==> src/sv/lsf_pkg.sv <==
// Package for the line substring filter: widths, register indexes and helpers.
// Used by the channel interfaces and by the top level line_substring_filter_unit.
`default_nettype none

package lsf_pkg;

  // Longest pattern the window can hold (lengths 0 to 16)
  localparam int PATTERN_MAX = 16;
  // Pattern bytes held by the two 64-bit pattern registers
  localparam int PATTERN_BYTES = 16;
  localparam int PAT_IDX_W = $clog2(PATTERN_BYTES);
  // Width of a line byte count that saturates at PATTERN_MAX
  localparam int COUNT_W = $clog2(PATTERN_MAX + 1);
  localparam int LEN_REG_W = 5;
  localparam int TOTAL_W = 32;

  localparam int CFG_INDEX_W = 8;
  localparam int CFG_DATA_W = 64;

  // Register indexes
  localparam logic [CFG_INDEX_W-1:0] REG_CASE_INSENSITIVE = 8'd0;
  localparam logic [CFG_INDEX_W-1:0] REG_PATTERN_LENGTH   = 8'd1;
  localparam logic [CFG_INDEX_W-1:0] REG_PATTERN_LOW      = 8'd2;
  localparam logic [CFG_INDEX_W-1:0] REG_PATTERN_HIGH     = 8'd3;

  // Line terminators and case-fold constants
  localparam logic [7:0] CHAR_NEWLINE = 8'h0A;
  localparam logic [7:0] CHAR_NUL     = 8'h00;
  localparam logic [7:0] CHAR_LOWER_A = 8'h61;
  localparam logic [7:0] CHAR_LOWER_Z = 8'h7A;
  localparam logic [7:0] CASE_OFFSET  = 8'h20;

  // Fold ASCII lower case to upper when enabled
  function automatic logic [7:0] fold_byte(input logic en, input logic [7:0] b);
    logic [7:0] r;
    r = b;
    if (en && b >= CHAR_LOWER_A && b <= CHAR_LOWER_Z) begin
      r = b - CASE_OFFSET;
    end
    return r;
  endfunction

endpackage

`default_nettype wire

==> src/sv/lsf_intf.sv <==
// Valid/ready channel interfaces for the line substring filter.
// Depends on lsf_pkg for field widths.
`default_nettype none

// Text byte channel
interface lsf_text_if import lsf_pkg::*; ();
  logic       valid;
  logic       ready;
  logic [7:0] text_byte;
  logic       end_of_input;

  modport source (output valid, output text_byte, output end_of_input, input ready);
  modport sink   (input valid, input text_byte, input end_of_input, output ready);
endinterface

// Per-line result channel
interface lsf_result_if import lsf_pkg::*; ();
  logic               valid;
  logic               ready;
  logic               line_matched;
  logic [TOTAL_W-1:0] matched_line_count;
  logic               stream_done;

  modport source (output valid, output line_matched, output matched_line_count,
                  output stream_done, input ready);
  modport sink   (input valid, input line_matched, input matched_line_count,
                  input stream_done, output ready);
endinterface

// Register write channel
interface lsf_cfg_if import lsf_pkg::*; ();
  logic                   valid;
  logic                   ready;
  logic [CFG_INDEX_W-1:0] index;
  logic [CFG_DATA_W-1:0]  data;

  modport source (output valid, output index, output data, input ready);
  modport sink   (input valid, input index, input data, output ready);
endinterface

`default_nettype wire

==> src/sv/line_substring_filter_unit.sv <==
// Top level of the line substring filter: input register, window compare, result register.
// Depends on lsf_pkg and the channel interfaces in lsf_intf.sv.
`default_nettype none

// Takes one text byte per transaction and reports, for every non-empty line, whether
// the line contained the configured pattern, plus the saturating count of matched lines
// in the current stream. Newline, NUL or end_of_input closes a line; empty lines give
// no result. A byte is accepted every cycle while the result side keeps up: it is held in
// the input register, where the shifted window is compared against all pattern positions
// in parallel, and when the input register advances, a closing byte moves the line's result
// into the output register, from which it can be taken. The input stalls only while the
// output register holds a result that has not been taken. Registers are written through
// the cfg channel, which is always ready; write them only while the block is idle.

module line_substring_filter_unit
  import lsf_pkg::*;
(
  input  wire logic   clk,
  input  wire logic   rst,
  lsf_text_if.sink    text_in,
  lsf_result_if.source result_out,
  lsf_cfg_if.sink     cfg
);

  // Configuration registers
  logic                 case_insensitive;
  logic [LEN_REG_W-1:0] pattern_length;
  logic [63:0]          pattern_low;
  logic [63:0]          pattern_high;

  assign cfg.ready = 1'b1;

  always_ff @(posedge clk) begin
    if (rst) begin
      case_insensitive <= 1'b0;
      pattern_length   <= '0;
      pattern_low      <= '0;
      pattern_high     <= '0;
    end else if (cfg.valid) begin
      case (cfg.index)
        REG_CASE_INSENSITIVE: case_insensitive <= cfg.data[0];
        REG_PATTERN_LENGTH:   pattern_length   <= cfg.data[LEN_REG_W-1:0];
        REG_PATTERN_LOW:      pattern_low      <= cfg.data;
        REG_PATTERN_HIGH:     pattern_high     <= cfg.data;
        default: ;
      endcase
    end
  end

  // Input stage and output register
  logic               s1_valid;
  logic [7:0]         s1_byte;
  logic               s1_eoi;
  logic               s1_advance;

  logic               out_valid;
  logic               out_matched;
  logic [TOTAL_W-1:0] out_count;
  logic               out_done;

  assign s1_advance    = !out_valid || result_out.ready;
  assign text_in.ready = !s1_valid || s1_advance;

  // Line state
  logic [7:0]         window [PATTERN_MAX];
  logic [COUNT_W-1:0] bytes_in_line;
  logic               line_has_match;
  logic [TOTAL_W-1:0] match_total;

  // Active length, clamped to the window depth
  logic [COUNT_W-1:0] active_len;
  always_comb begin
    if (pattern_length > LEN_REG_W'(PATTERN_MAX)) begin
      active_len = COUNT_W'(PATTERN_MAX);
    end else begin
      active_len = COUNT_W'(pattern_length);
    end
  end

  // Folded pattern bytes
  logic [7:0] pat [PATTERN_BYTES];
  always_comb begin
    for (int k = 0; k < PATTERN_BYTES; k++) begin
      if (k < 8) begin
        pat[k] = fold_byte(case_insensitive, pattern_low[k*8 +: 8]);
      end else begin
        pat[k] = fold_byte(case_insensitive, pattern_high[(k-8)*8 +: 8]);
      end
    end
  end

  // Shifted window and compare; window entry j pairs with pattern byte len-1-j
  logic               s1_is_end;
  logic [7:0]         win_next [PATTERN_MAX];
  logic [COUNT_W-1:0] bytes_next;
  logic               window_hit;
  logic [LEN_REG_W:0] pidx_wide [PATTERN_MAX];

  assign s1_is_end = s1_eoi || s1_byte == CHAR_NEWLINE || s1_byte == CHAR_NUL;

  always_comb begin
    win_next[0] = s1_byte;
    for (int j = 1; j < PATTERN_MAX; j++) begin
      win_next[j] = window[j-1];
    end
    if (bytes_in_line < COUNT_W'(PATTERN_MAX)) begin
      bytes_next = bytes_in_line + COUNT_W'(1);
    end else begin
      bytes_next = bytes_in_line;
    end
    window_hit = bytes_next >= active_len;
    for (int j = 0; j < PATTERN_MAX; j++) begin
      pidx_wide[j] = (LEN_REG_W+1)'(active_len) - (LEN_REG_W+1)'(1) - (LEN_REG_W+1)'(j);
      if (COUNT_W'(j) < active_len &&
          fold_byte(case_insensitive, win_next[j]) != pat[pidx_wide[j][PAT_IDX_W-1:0]]) begin
        window_hit = 1'b0;
      end
    end
  end

  // Saturating count including this line
  logic [TOTAL_W-1:0] total_next;
  always_comb begin
    if (line_has_match && match_total != '1) begin
      total_next = match_total + TOTAL_W'(1);
    end else begin
      total_next = match_total;
    end
  end

  // Window shift register (payload, no reset)
  always_ff @(posedge clk) begin
    if (s1_valid && s1_advance && !s1_is_end) begin
      for (int j = 0; j < PATTERN_MAX; j++) begin
        window[j] <= win_next[j];
      end
    end
  end

  // Input register, line state and result register
  always_ff @(posedge clk) begin
    if (rst) begin
      s1_valid       <= 1'b0;
      out_valid      <= 1'b0;
      bytes_in_line  <= '0;
      line_has_match <= 1'b0;
      match_total    <= '0;
    end else begin
      if (text_in.ready) begin
        s1_valid <= text_in.valid;
      end
      // a new result takes the slot; otherwise a taken result frees it
      if (s1_valid && s1_advance && s1_is_end && bytes_in_line != '0) begin
        out_valid <= 1'b1;
      end else if (result_out.ready) begin
        out_valid <= 1'b0;
      end
      if (s1_valid && s1_advance) begin
        if (!s1_is_end) begin
          bytes_in_line <= bytes_next;
          if (window_hit) begin
            line_has_match <= 1'b1;
          end
        end else if (bytes_in_line == '0) begin
          if (s1_eoi) begin
            match_total <= '0;
          end
        end else begin
          bytes_in_line  <= '0;
          line_has_match <= 1'b0;
          match_total    <= s1_eoi ? '0 : total_next;
        end
      end
    end
  end

  // Payload registers
  always_ff @(posedge clk) begin
    if (text_in.ready && text_in.valid) begin
      s1_byte <= text_in.text_byte;
      s1_eoi  <= text_in.end_of_input;
    end
    if (s1_valid && s1_advance && s1_is_end && bytes_in_line != '0) begin
      out_matched <= line_has_match;
      out_count   <= total_next;
      out_done    <= s1_eoi;
    end
  end

  assign result_out.valid              = out_valid;
  assign result_out.line_matched       = out_matched;
  assign result_out.matched_line_count = out_count;
  assign result_out.stream_done        = out_done;

endmodule

`default_nettype wire

==> src/flat_wrapper.sv <==
// flat-port wrapper written by rule: the top's interface ports become plain ports
module line_substring_filter_unit_flat import lsf_pkg::*;
  (clk, rst, text_in_valid, text_in_text_byte, text_in_end_of_input, text_in_ready, result_out_valid, result_out_line_matched, result_out_matched_line_count, result_out_stream_done, result_out_ready, cfg_valid, cfg_index, cfg_data, cfg_ready);
  lsf_text_if text_in_i ();
  lsf_result_if result_out_i ();
  lsf_cfg_if cfg_i ();
  input  wire logic clk;
  input  wire logic rst;
  input wire logic [$bits(text_in_i.valid)-1:0] text_in_valid;
  input wire logic [$bits(text_in_i.text_byte)-1:0] text_in_text_byte;
  input wire logic [$bits(text_in_i.end_of_input)-1:0] text_in_end_of_input;
  output wire logic [$bits(text_in_i.ready)-1:0] text_in_ready;
  output wire logic [$bits(result_out_i.valid)-1:0] result_out_valid;
  output wire logic [$bits(result_out_i.line_matched)-1:0] result_out_line_matched;
  output wire logic [$bits(result_out_i.matched_line_count)-1:0] result_out_matched_line_count;
  output wire logic [$bits(result_out_i.stream_done)-1:0] result_out_stream_done;
  input wire logic [$bits(result_out_i.ready)-1:0] result_out_ready;
  input wire logic [$bits(cfg_i.valid)-1:0] cfg_valid;
  input wire logic [$bits(cfg_i.index)-1:0] cfg_index;
  input wire logic [$bits(cfg_i.data)-1:0] cfg_data;
  output wire logic [$bits(cfg_i.ready)-1:0] cfg_ready;
  assign text_in_i.valid = text_in_valid;
  assign text_in_i.text_byte = text_in_text_byte;
  assign text_in_i.end_of_input = text_in_end_of_input;
  assign text_in_ready = text_in_i.ready;
  assign result_out_valid = result_out_i.valid;
  assign result_out_line_matched = result_out_i.line_matched;
  assign result_out_matched_line_count = result_out_i.matched_line_count;
  assign result_out_stream_done = result_out_i.stream_done;
  assign result_out_i.ready = result_out_ready;
  assign cfg_i.valid = cfg_valid;
  assign cfg_i.index = cfg_index;
  assign cfg_i.data = cfg_data;
  assign cfg_ready = cfg_i.ready;
  line_substring_filter_unit u_core (.clk(clk), .rst(rst), .text_in(text_in_i), .result_out(result_out_i), .cfg(cfg_i));
endmodule
==> config.mk <==
export PLATFORM = sky130hd
export DESIGN_NAME = line_substring_filter_unit_flat
export DESIGN_NICKNAME = d
export VERILOG_FILES = /design/src/sv/lsf_pkg.sv /design/src/sv/lsf_intf.sv /design/src/sv/line_substring_filter_unit.sv /design/src/flat_wrapper.sv
export SDC_FILE = /design/constraint.sdc
export NUM_CORES = 1
export LEC_CHECK = 0
export BUFFER_PORTS_ARGS = -buffer_cell sky130_fd_sc_hd__buf_2
export CELL_PAD_IN_SITES_DETAIL_PLACEMENT = 2
export CELL_PAD_IN_SITES_GLOBAL_PLACEMENT = 2
export CORE_MARGIN = 2
export CORE_UTILIZATION = 30
export DETAILED_ROUTE_END_ITERATION = 16
export HOLD_SLACK_MARGIN = 0.1
export PLACE_DENSITY_LB_ADDON = 0.1
export SETUP_SLACK_MARGIN = 0.02
export SLEW_MARGIN = 20
export SYNTH_ARGS = -nofsm -noshare
export SYNTH_HDL_FRONTEND = slang
export SYNTH_SLANG_ARGS = --single-unit
==> constraint.sdc <==
create_clock -name clk -period 20.2 [get_ports clk]
set_input_delay 1.01 -clock clk [delete_from_list [all_inputs] [get_ports clk]]
set_output_delay 1.01 -clock clk [all_outputs]
set_load 0.01 [all_outputs]
* Yosys cells after proc, flatten, opt, wreduce, memory -nomap -nowiden
Memories as Yosys holds them, arrays and structs flattened. Index checks and enable logic that the tools add are counted.
Word-level totals: register bits after elaboration 217, RAM bits 128, word-level logic and storage cells 420, memories 1
Operators by class: $add $sub $neg 50, order comparisons 99, eq/ne operators 23, mux-type cells 111, bitwise gates (word level) 16, reduce and logical (&&, ||, !) cells 106
Memory list:
- u_core.window | words 16, bits a word 8, rd ports 15, clocked after memory_dff 0, write ports 16, line line_substring_filter_unit.sv:65 | logic [7:0] window [PATTERN_MAX];
Operators with widths (number):
- binary-select mux 8 bit (select 4 bit) | 16
- two-way mux 8 bit | 64
- greater-or-equal comparator 8 x 7 -> 1 bit (second input constant) | 32
- <= comparator 8 x 7 -> 1 bit (second input constant) | 32
- subtractor 8 x 6 -> 8 bit (second input constant) | 32
- two-way mux 32 bit | 4
- != test 8 bit | 16
- logical AND 1 bit | 86
- greater-or-equal comparator 5 bit (second input constant) | 16
- inverter 4 -> 5 bit | 16
- < comparator 4 x 5 -> 1 bit (first input constant) | 8
- adder 32 x 1 -> 32 bit (second input constant) | 1
- != test 32 bit (second input constant) | 1
- subtractor 4 bit (second input constant) | 8
- two-way mux 1 bit | 23
- < comparator 3 x 5 -> 1 bit (first input constant) | 4
- two-way mux 5 bit | 4
- equality test 8 x 2 -> 1 bit (second input constant) | 2
- logical NOT 8 bit | 2
- subtractor 4 x 3 -> 4 bit (second input constant) | 4
- < comparator 1 x 5 -> 1 bit (first input constant) | 2
- < comparator 2 x 5 -> 1 bit (first input constant) | 2
- AND reduction 2 bit | 5
- equality test 8 x 1 -> 1 bit (second input constant) | 1
- 15 further kinds | 24

* Depth between registers and ports, before layout
word-level depth 27, depth in mapped cells 28, gate-level depth less buffers 18

* Worst setup path after synthesis
Ideal clock, no wire load.
path kind register to register, start register u_core.pattern_length[4], end register u_core.line_has_match, data arrival time 6400 ps, data required time 20131 ps, slack 13731 ps, cell stages (with the launch flop) 26, path buffers 11, cell sequence dfxtp_1 -> nand2b_1 -> buf_6 -> buf_6 -> buf_6 -> buf_6 -> buf_4 -> buf_2 -> buf_2 -> ha_1 -> clkinv_1 -> buf_2 -> buf_1 -> buf_1 -> clkbuf_1 -> ha_1 -> nor4_1 -> nor2_1 -> mux4_2 -> xor2_1 -> a2111oi_2 -> nand4_1 -> o41ai_1 -> and4bb_1 -> o211ai_1 -> o21ai_1
Between the ends: cells in the longest elaborated chain, start to end 27
Ends and longest elaborated chain:
- from (decl) | line line_substring_filter_unit.sv:27 | logic [LEN_REG_W-1:0] pattern_length;
- from (signal assigned) | line line_substring_filter_unit.sv:42 | REG_PATTERN_LENGTH: pattern_length <= cfg.data[LEN_REG_W-1:0];
- greater-than comparator 5 bit | line line_substring_filter_unit.sv:73 | if (pattern_length > LEN_REG_W'(PATTERN_MAX)) begin
- two-way mux 5 bit (*) | line line_substring_filter_unit.sv:73
- subtractor 4 x 1 -> 4 bit | line line_substring_filter_unit.sv:113 | pidx_wide[j] = (LEN_REG_W+1)'(active_len) - (LEN_REG_W+1)'(1) - (LEN_REG_W+1)'(j);
- subtractor 4 x 1 -> 4 bit or inverter 4 -> 5 bit (tied branches) | line line_substring_filter_unit.sv:113, line_substring_filter_unit.sv:115
- inverter 4 -> 5 bit (not written as such) or binary-select mux 8 bit (select 4 bit) (tied branches) | line line_substring_filter_unit.sv:115 | fold_byte(case_insensitive, win_next[j]) != pat[pidx_wide[j][PAT_IDX_W-1:0]]) begin
- binary-select mux 8 bit (select 4 bit) or two-way mux 8 bit (tied branches) | line line_substring_filter_unit.sv:115
- two-way mux 8 bit (not written as such) | line line_substring_filter_unit.sv:115
- two-way mux 8 bit (not written as such) or != test 8 bit (tied branches) | line line_substring_filter_unit.sv:115
- != test 8 bit or logical AND 1 bit (tied branches) | line line_substring_filter_unit.sv:115, line_substring_filter_unit.sv:114
- logical AND 1 bit or two-way mux 1 bit (tied branches) | line line_substring_filter_unit.sv:114 | if (COUNT_W'(j) < active_len &&
- two-way mux 1 bit (14 in a row) | line line_substring_filter_unit.sv:114
- two-way mux 1 bit (*) | line line_substring_filter_unit.sv:114
- nonzero test 2 bit (no source line) (*)
- AND reduction 3 bit (no source line) (*)
- to (signal assigned) | line line_substring_filter_unit.sv:146 | line_has_match <= 1'b0;
- to (signal assigned) | line line_substring_filter_unit.sv:162 | line_has_match <= 1'b1;
- to (signal assigned) | line line_substring_filter_unit.sv:170 | line_has_match <= 1'b0;
- to (decl) | line line_substring_filter_unit.sv:67 | logic line_has_match;
Mark *: on every way between the ends. The rest lies on a longest branch, timed or not. The select of a mux whose other input is x is not followed. A chain may end at the register's enable or synchronous reset.

* Worst setup path after layout
start register u_core.pattern_length[1], end register u_core.line_has_match
Same word-level chain as after synthesis.

==> parameters.txt <==
Parameter                              Value

Run status
  Run status    finished clean

Worst setup path
  Endpoint required time on the critical path    around 21 ns
  End of the worst register-to-register path    u_core.line_has_match
  Category of the critical setup timing path    flop to flop
  Crit path DAT    just under 7 ns
  Largest fanout on the critical path    37
  Startpoint class of the critical path    flop
  Number of cells traversed by the worst register-to-register path    20
  R2R Path Start    u_core.pattern_length[1]
  Worst Setup End Kind    flop
  Worst R2R Setup Slack    13.88 ns

Yosys
  Synth Area in Adders    0.02330
  Largest family of logic cells by synthesized area    multiplexers
  Synthesized cell area    around 25000 sq um
  Compound-gate portion of the synthesized area    0.1800
  Proportion of synthesized flip-flops having asynchronous set or reset    0
  Number of warnings reported in the yosys synthesis log    0
  Synth Area per Inst    between 9 and 10 sq um
  Flip-flop cell with the highest count after synthesis    dfxtp_1
  Multiplexer fraction of the synthesized cell area    0.1853
  Synthesized flop and latch total    roughly 340
  Xor-xnor portion of the synthesized cell area    0.06589
  Main area contributors after synthesis    edfxtp_1, dfxtp_1, mux4_2, mux2i_1, nand2_1
  Post-synth EDFFs    163
  Post-synth top area cell    edfxtp_1
  Post-Synthesis Cells    ~2700
  Share of synthesized area occupied by flip-flops and latches    0.3320
  Count of distinct cell types in the synthesized netlist    between 90 and 100
  Synth Area in Simple Gates    0.1635
  Post-synth net total    roughly 2900
  Yosys top cell area share    0.1940

Cells and area
  Leading cell types in the layout, fill and taps excluded    nand2_1, a21oi_1, mux2i_1
  NumNets Final    between 2000 and 3000
  Layout overhead on the synthesized area    12.35%
  Final standard cell count with taps included and fillers excluded    just under 4000
  Share of post-route cells with drive strength above 1    0.1560
  Filler Cells Inserted    9188
  Summed area of non-filler cells in the final layout    about 28000 sq um
  Final core utilization    0.3399
  Leading cell type in the layout, fill and taps excluded    nand2_1

Die
  Initial Utilization    0.3025
  Row Count    approximately 110
  Die area    ~86000 sq um
  Top-level I/O count    around 120
  Overall die width    approximately 290 microns
  Area of the core    83420 sq um
  Die Height    approximately 290 microns

Clock tree
  Post CTS Setup Buffer Count    0
  Clk Tree Root Cell    clkbuf_16
  Hold buffers post-CTS    0
  Clock Path Buffers    3
  Clock insertion delay at the later pin of the skew report    0.61 ns
  Clock sink count    roughly 340
  Cts bufs inserted    43
  Clock transition at the registers of the reported paths    0.08 ns
  Cts repair resizes    0
  H-tree depth    2
  CTS tree    yes

Placement
  DP HPWL    just over 100000 microns
  Number of buffers added on ports    121
  Worst slack, placed    roughly 14 ns
  Placement-stage cell area    between 20000 and 30000 sq um
  Cells after DPL    3822
  Final estimated routing congestion in global placement    around 1.0

STA
  Final critical path time including I/O delays and setup    approximately 6.3 ns
  Number of hold violations in the final report    0
  Max Clk Rate    158.1 MHz
  Post-route setup TNS    0 ns
  Final period utilization    0.3131
  Headroom to the max-slew limit    0.1880
  Setup-failing EPs final    0
  Clk_skew    between 0.03 and 0.04 ns
  Worst-case setup margin in the final layout    roughly 14 ns
  Actual transition at the worst max-transition pin    1.211 ns
  Unrepaired setup endpoints after global routing    no
  Max-slew violation total from the final report    0

Global routing
  Number of antenna violations at the first check in global routing    5
  Vias in the first global route    between 20000 and 25000
  First-pass GRT wire length    ~190000 microns
  Remaining Overflow, GRT    0
  Largest net degree at the start of global routing    84
  Gr usage total    0.3004

Drt
  Count of routing violations after the opening detailed-route iteration    ~2200
  Via Count    around 24000
  Drt via density    6.172
  Count of TritonRoute iterations in the first routing pass    5
  Number of remaining DRC errors    0
  DR WL/cell    33.56 microns
  Total wirelength of the detailed-routed design    131000 microns
  Antenna viol nets, final    0

Pwr
  Maximum ir drop on the vdd rail    roughly 0.065 mV
  Leakage    between 9 and 10 nW
  Power per Cell Area    approximately 55 nW/um^2

Job
  Max-capacitance violation count    0

Hold path
  Hold/Removal Path Class    flop to flop
  Endpoint, Worst Hold    u_core.window[1][38]
  Worst Hold Launch    u_core.window[1][30]
  Cell depth of the worst min-delay path    0
cells in the mapped netlist, types with 9 or more instances:
master,count
o22ai_1,27
nand2_1,452
ha_1,47
nand3_1,64
o31a_1,19
or3_1,15
a31oi_1,20
xnor2_1,109
mux2_2,16
o21ai_0,77
a22oi_1,22
nor2_1,141
a21oi_1,226
o31ai_1,23
o211ai_1,40
mux2i_1,177
or4_1,27
a311oi_1,9
nand2b_1,18
dfxtp_1,174
inv_1,111
edfxtp_1,163
mux4_2,121
a2bb2oi_1,9
xor2_1,67
o41ai_1,12
nand4_1,25
o311ai_0,11
o221ai_1,23
buf_2,35
and3_1,24
a211oi_1,21
nor3_1,42
and3b_1,12
nor4_1,21
nor2b_1,13
buf_4,12
buf_1,17
clkbuf_1,107
a21o_1,16
o21ai_1,10
critical path, stage by stage (launching register included):
cell and delay (ns):
dfxtp_2 0.52, nor2b_4 0.20, buf_4 0.43, inv_2 0.08, ha_2 0.25, xnor2_4 0.16, buf_4 0.38, inv_2 0.43
ha_1 0.45, inv_1 0.13, nand4_1 0.23, nand2_1 0.43, mux4_2 0.57, xnor2_1 0.15, nand4_1 0.12, a2111oi_2 0.31
nand4_1 0.34, o41ai_1 0.51, and4bb_1 0.25, o211ai_1 0.12, o21ai_1 0.16
flip-flops by register name, summed over array words and instances (netlist names):
register                              cells
u_core.window                           120
u_core.result_out.line_matched            1
u_core.match_total                       32
u_core.result_out.valid                   1
u_core.s1_valid                           1
u_core.s1_eoi                             1
u_core.pattern_length                     5
u_core.s1_byte                            8
u_core.line_has_match                     1
u_core.pattern_low                       64
u_core.bytes_in_line                      5
u_core.result_out.stream_done             1
u_core.result_out.matched_line_count     32
u_core.pattern_high                      64
u_core.case_insensitive                   1
metrics by stage:
step           hold WS, ns  total power, W
6_report            0.4594        0.001572
5_1_grt             0.4726        0.001622
4_1_cts             0.4636        0.001592
3_5_place_dp        0.4423       0.0007835
3_3_place_gp        0.4351       0.0007816
2_1_floorplan       0.4264       0.0007581
power by group:
part,leakage (nW),internal (W),switching [W],total [W]
sequential,2.97,0.000716,0.00000408,0.000721
combinational,6.21,0.0000151,0.0000325,0.0000476
clock,0.711,0.000462,0.000342,0.000804
cell families (layout without fill, tap and decap cells):
family,count (synthesis),count (layout)
AND/OR/NAND/NOR,896,896
AO/OA/AOI/OAI,674,674
flip-flops,337,337
multiplexers,314,314
buffers and inverters,296,370
XOR/XNOR,182,182
adder cells (fa/ha/maj),47,47
other,1,2
worst max path at each step:
stage,start,cells after the start,to
final,u_core.pattern_length[1],20,u_core.line_has_match
after global routing,u_core.pattern_length[1],20,u_core.line_has_match
after CTS,u_core.pattern_length[1],19,u_core.line_has_match
after detailed placement,u_core.pattern_length[1],19,u_core.line_has_match
after global placement,u_core.pattern_length[1],19,u_core.line_has_match
after floorplan,u_core.pattern_length[4],25,u_core.line_has_match
per-layer routing:
metal	wire, microns	global-route usage	vias up
li1	-	-	10370
met2	59450	0.4786	835
met3	8343	0.04569	213
met1	56570	0.4026	12660
met4	6576	0.1317	2
met5	13	0	-
cell type report:
cell class                      count  area [sq um]  share of cell area
Multi-Input combinational cell   2114         15720              0.5546
Sequential cell                   337          8381              0.2956
Tap cell                         1080          1351             0.04766
Clock buffer                       56          1195             0.04214
Timing Repair Buffer              174          1010             0.03561
Inverter                          117         442.9             0.01562
Clock inverter                     23         246.5            0.008694
Antenna cell                        1         2.502          0.00008826
No activity file was read; power rests on OpenSTA's default activity.
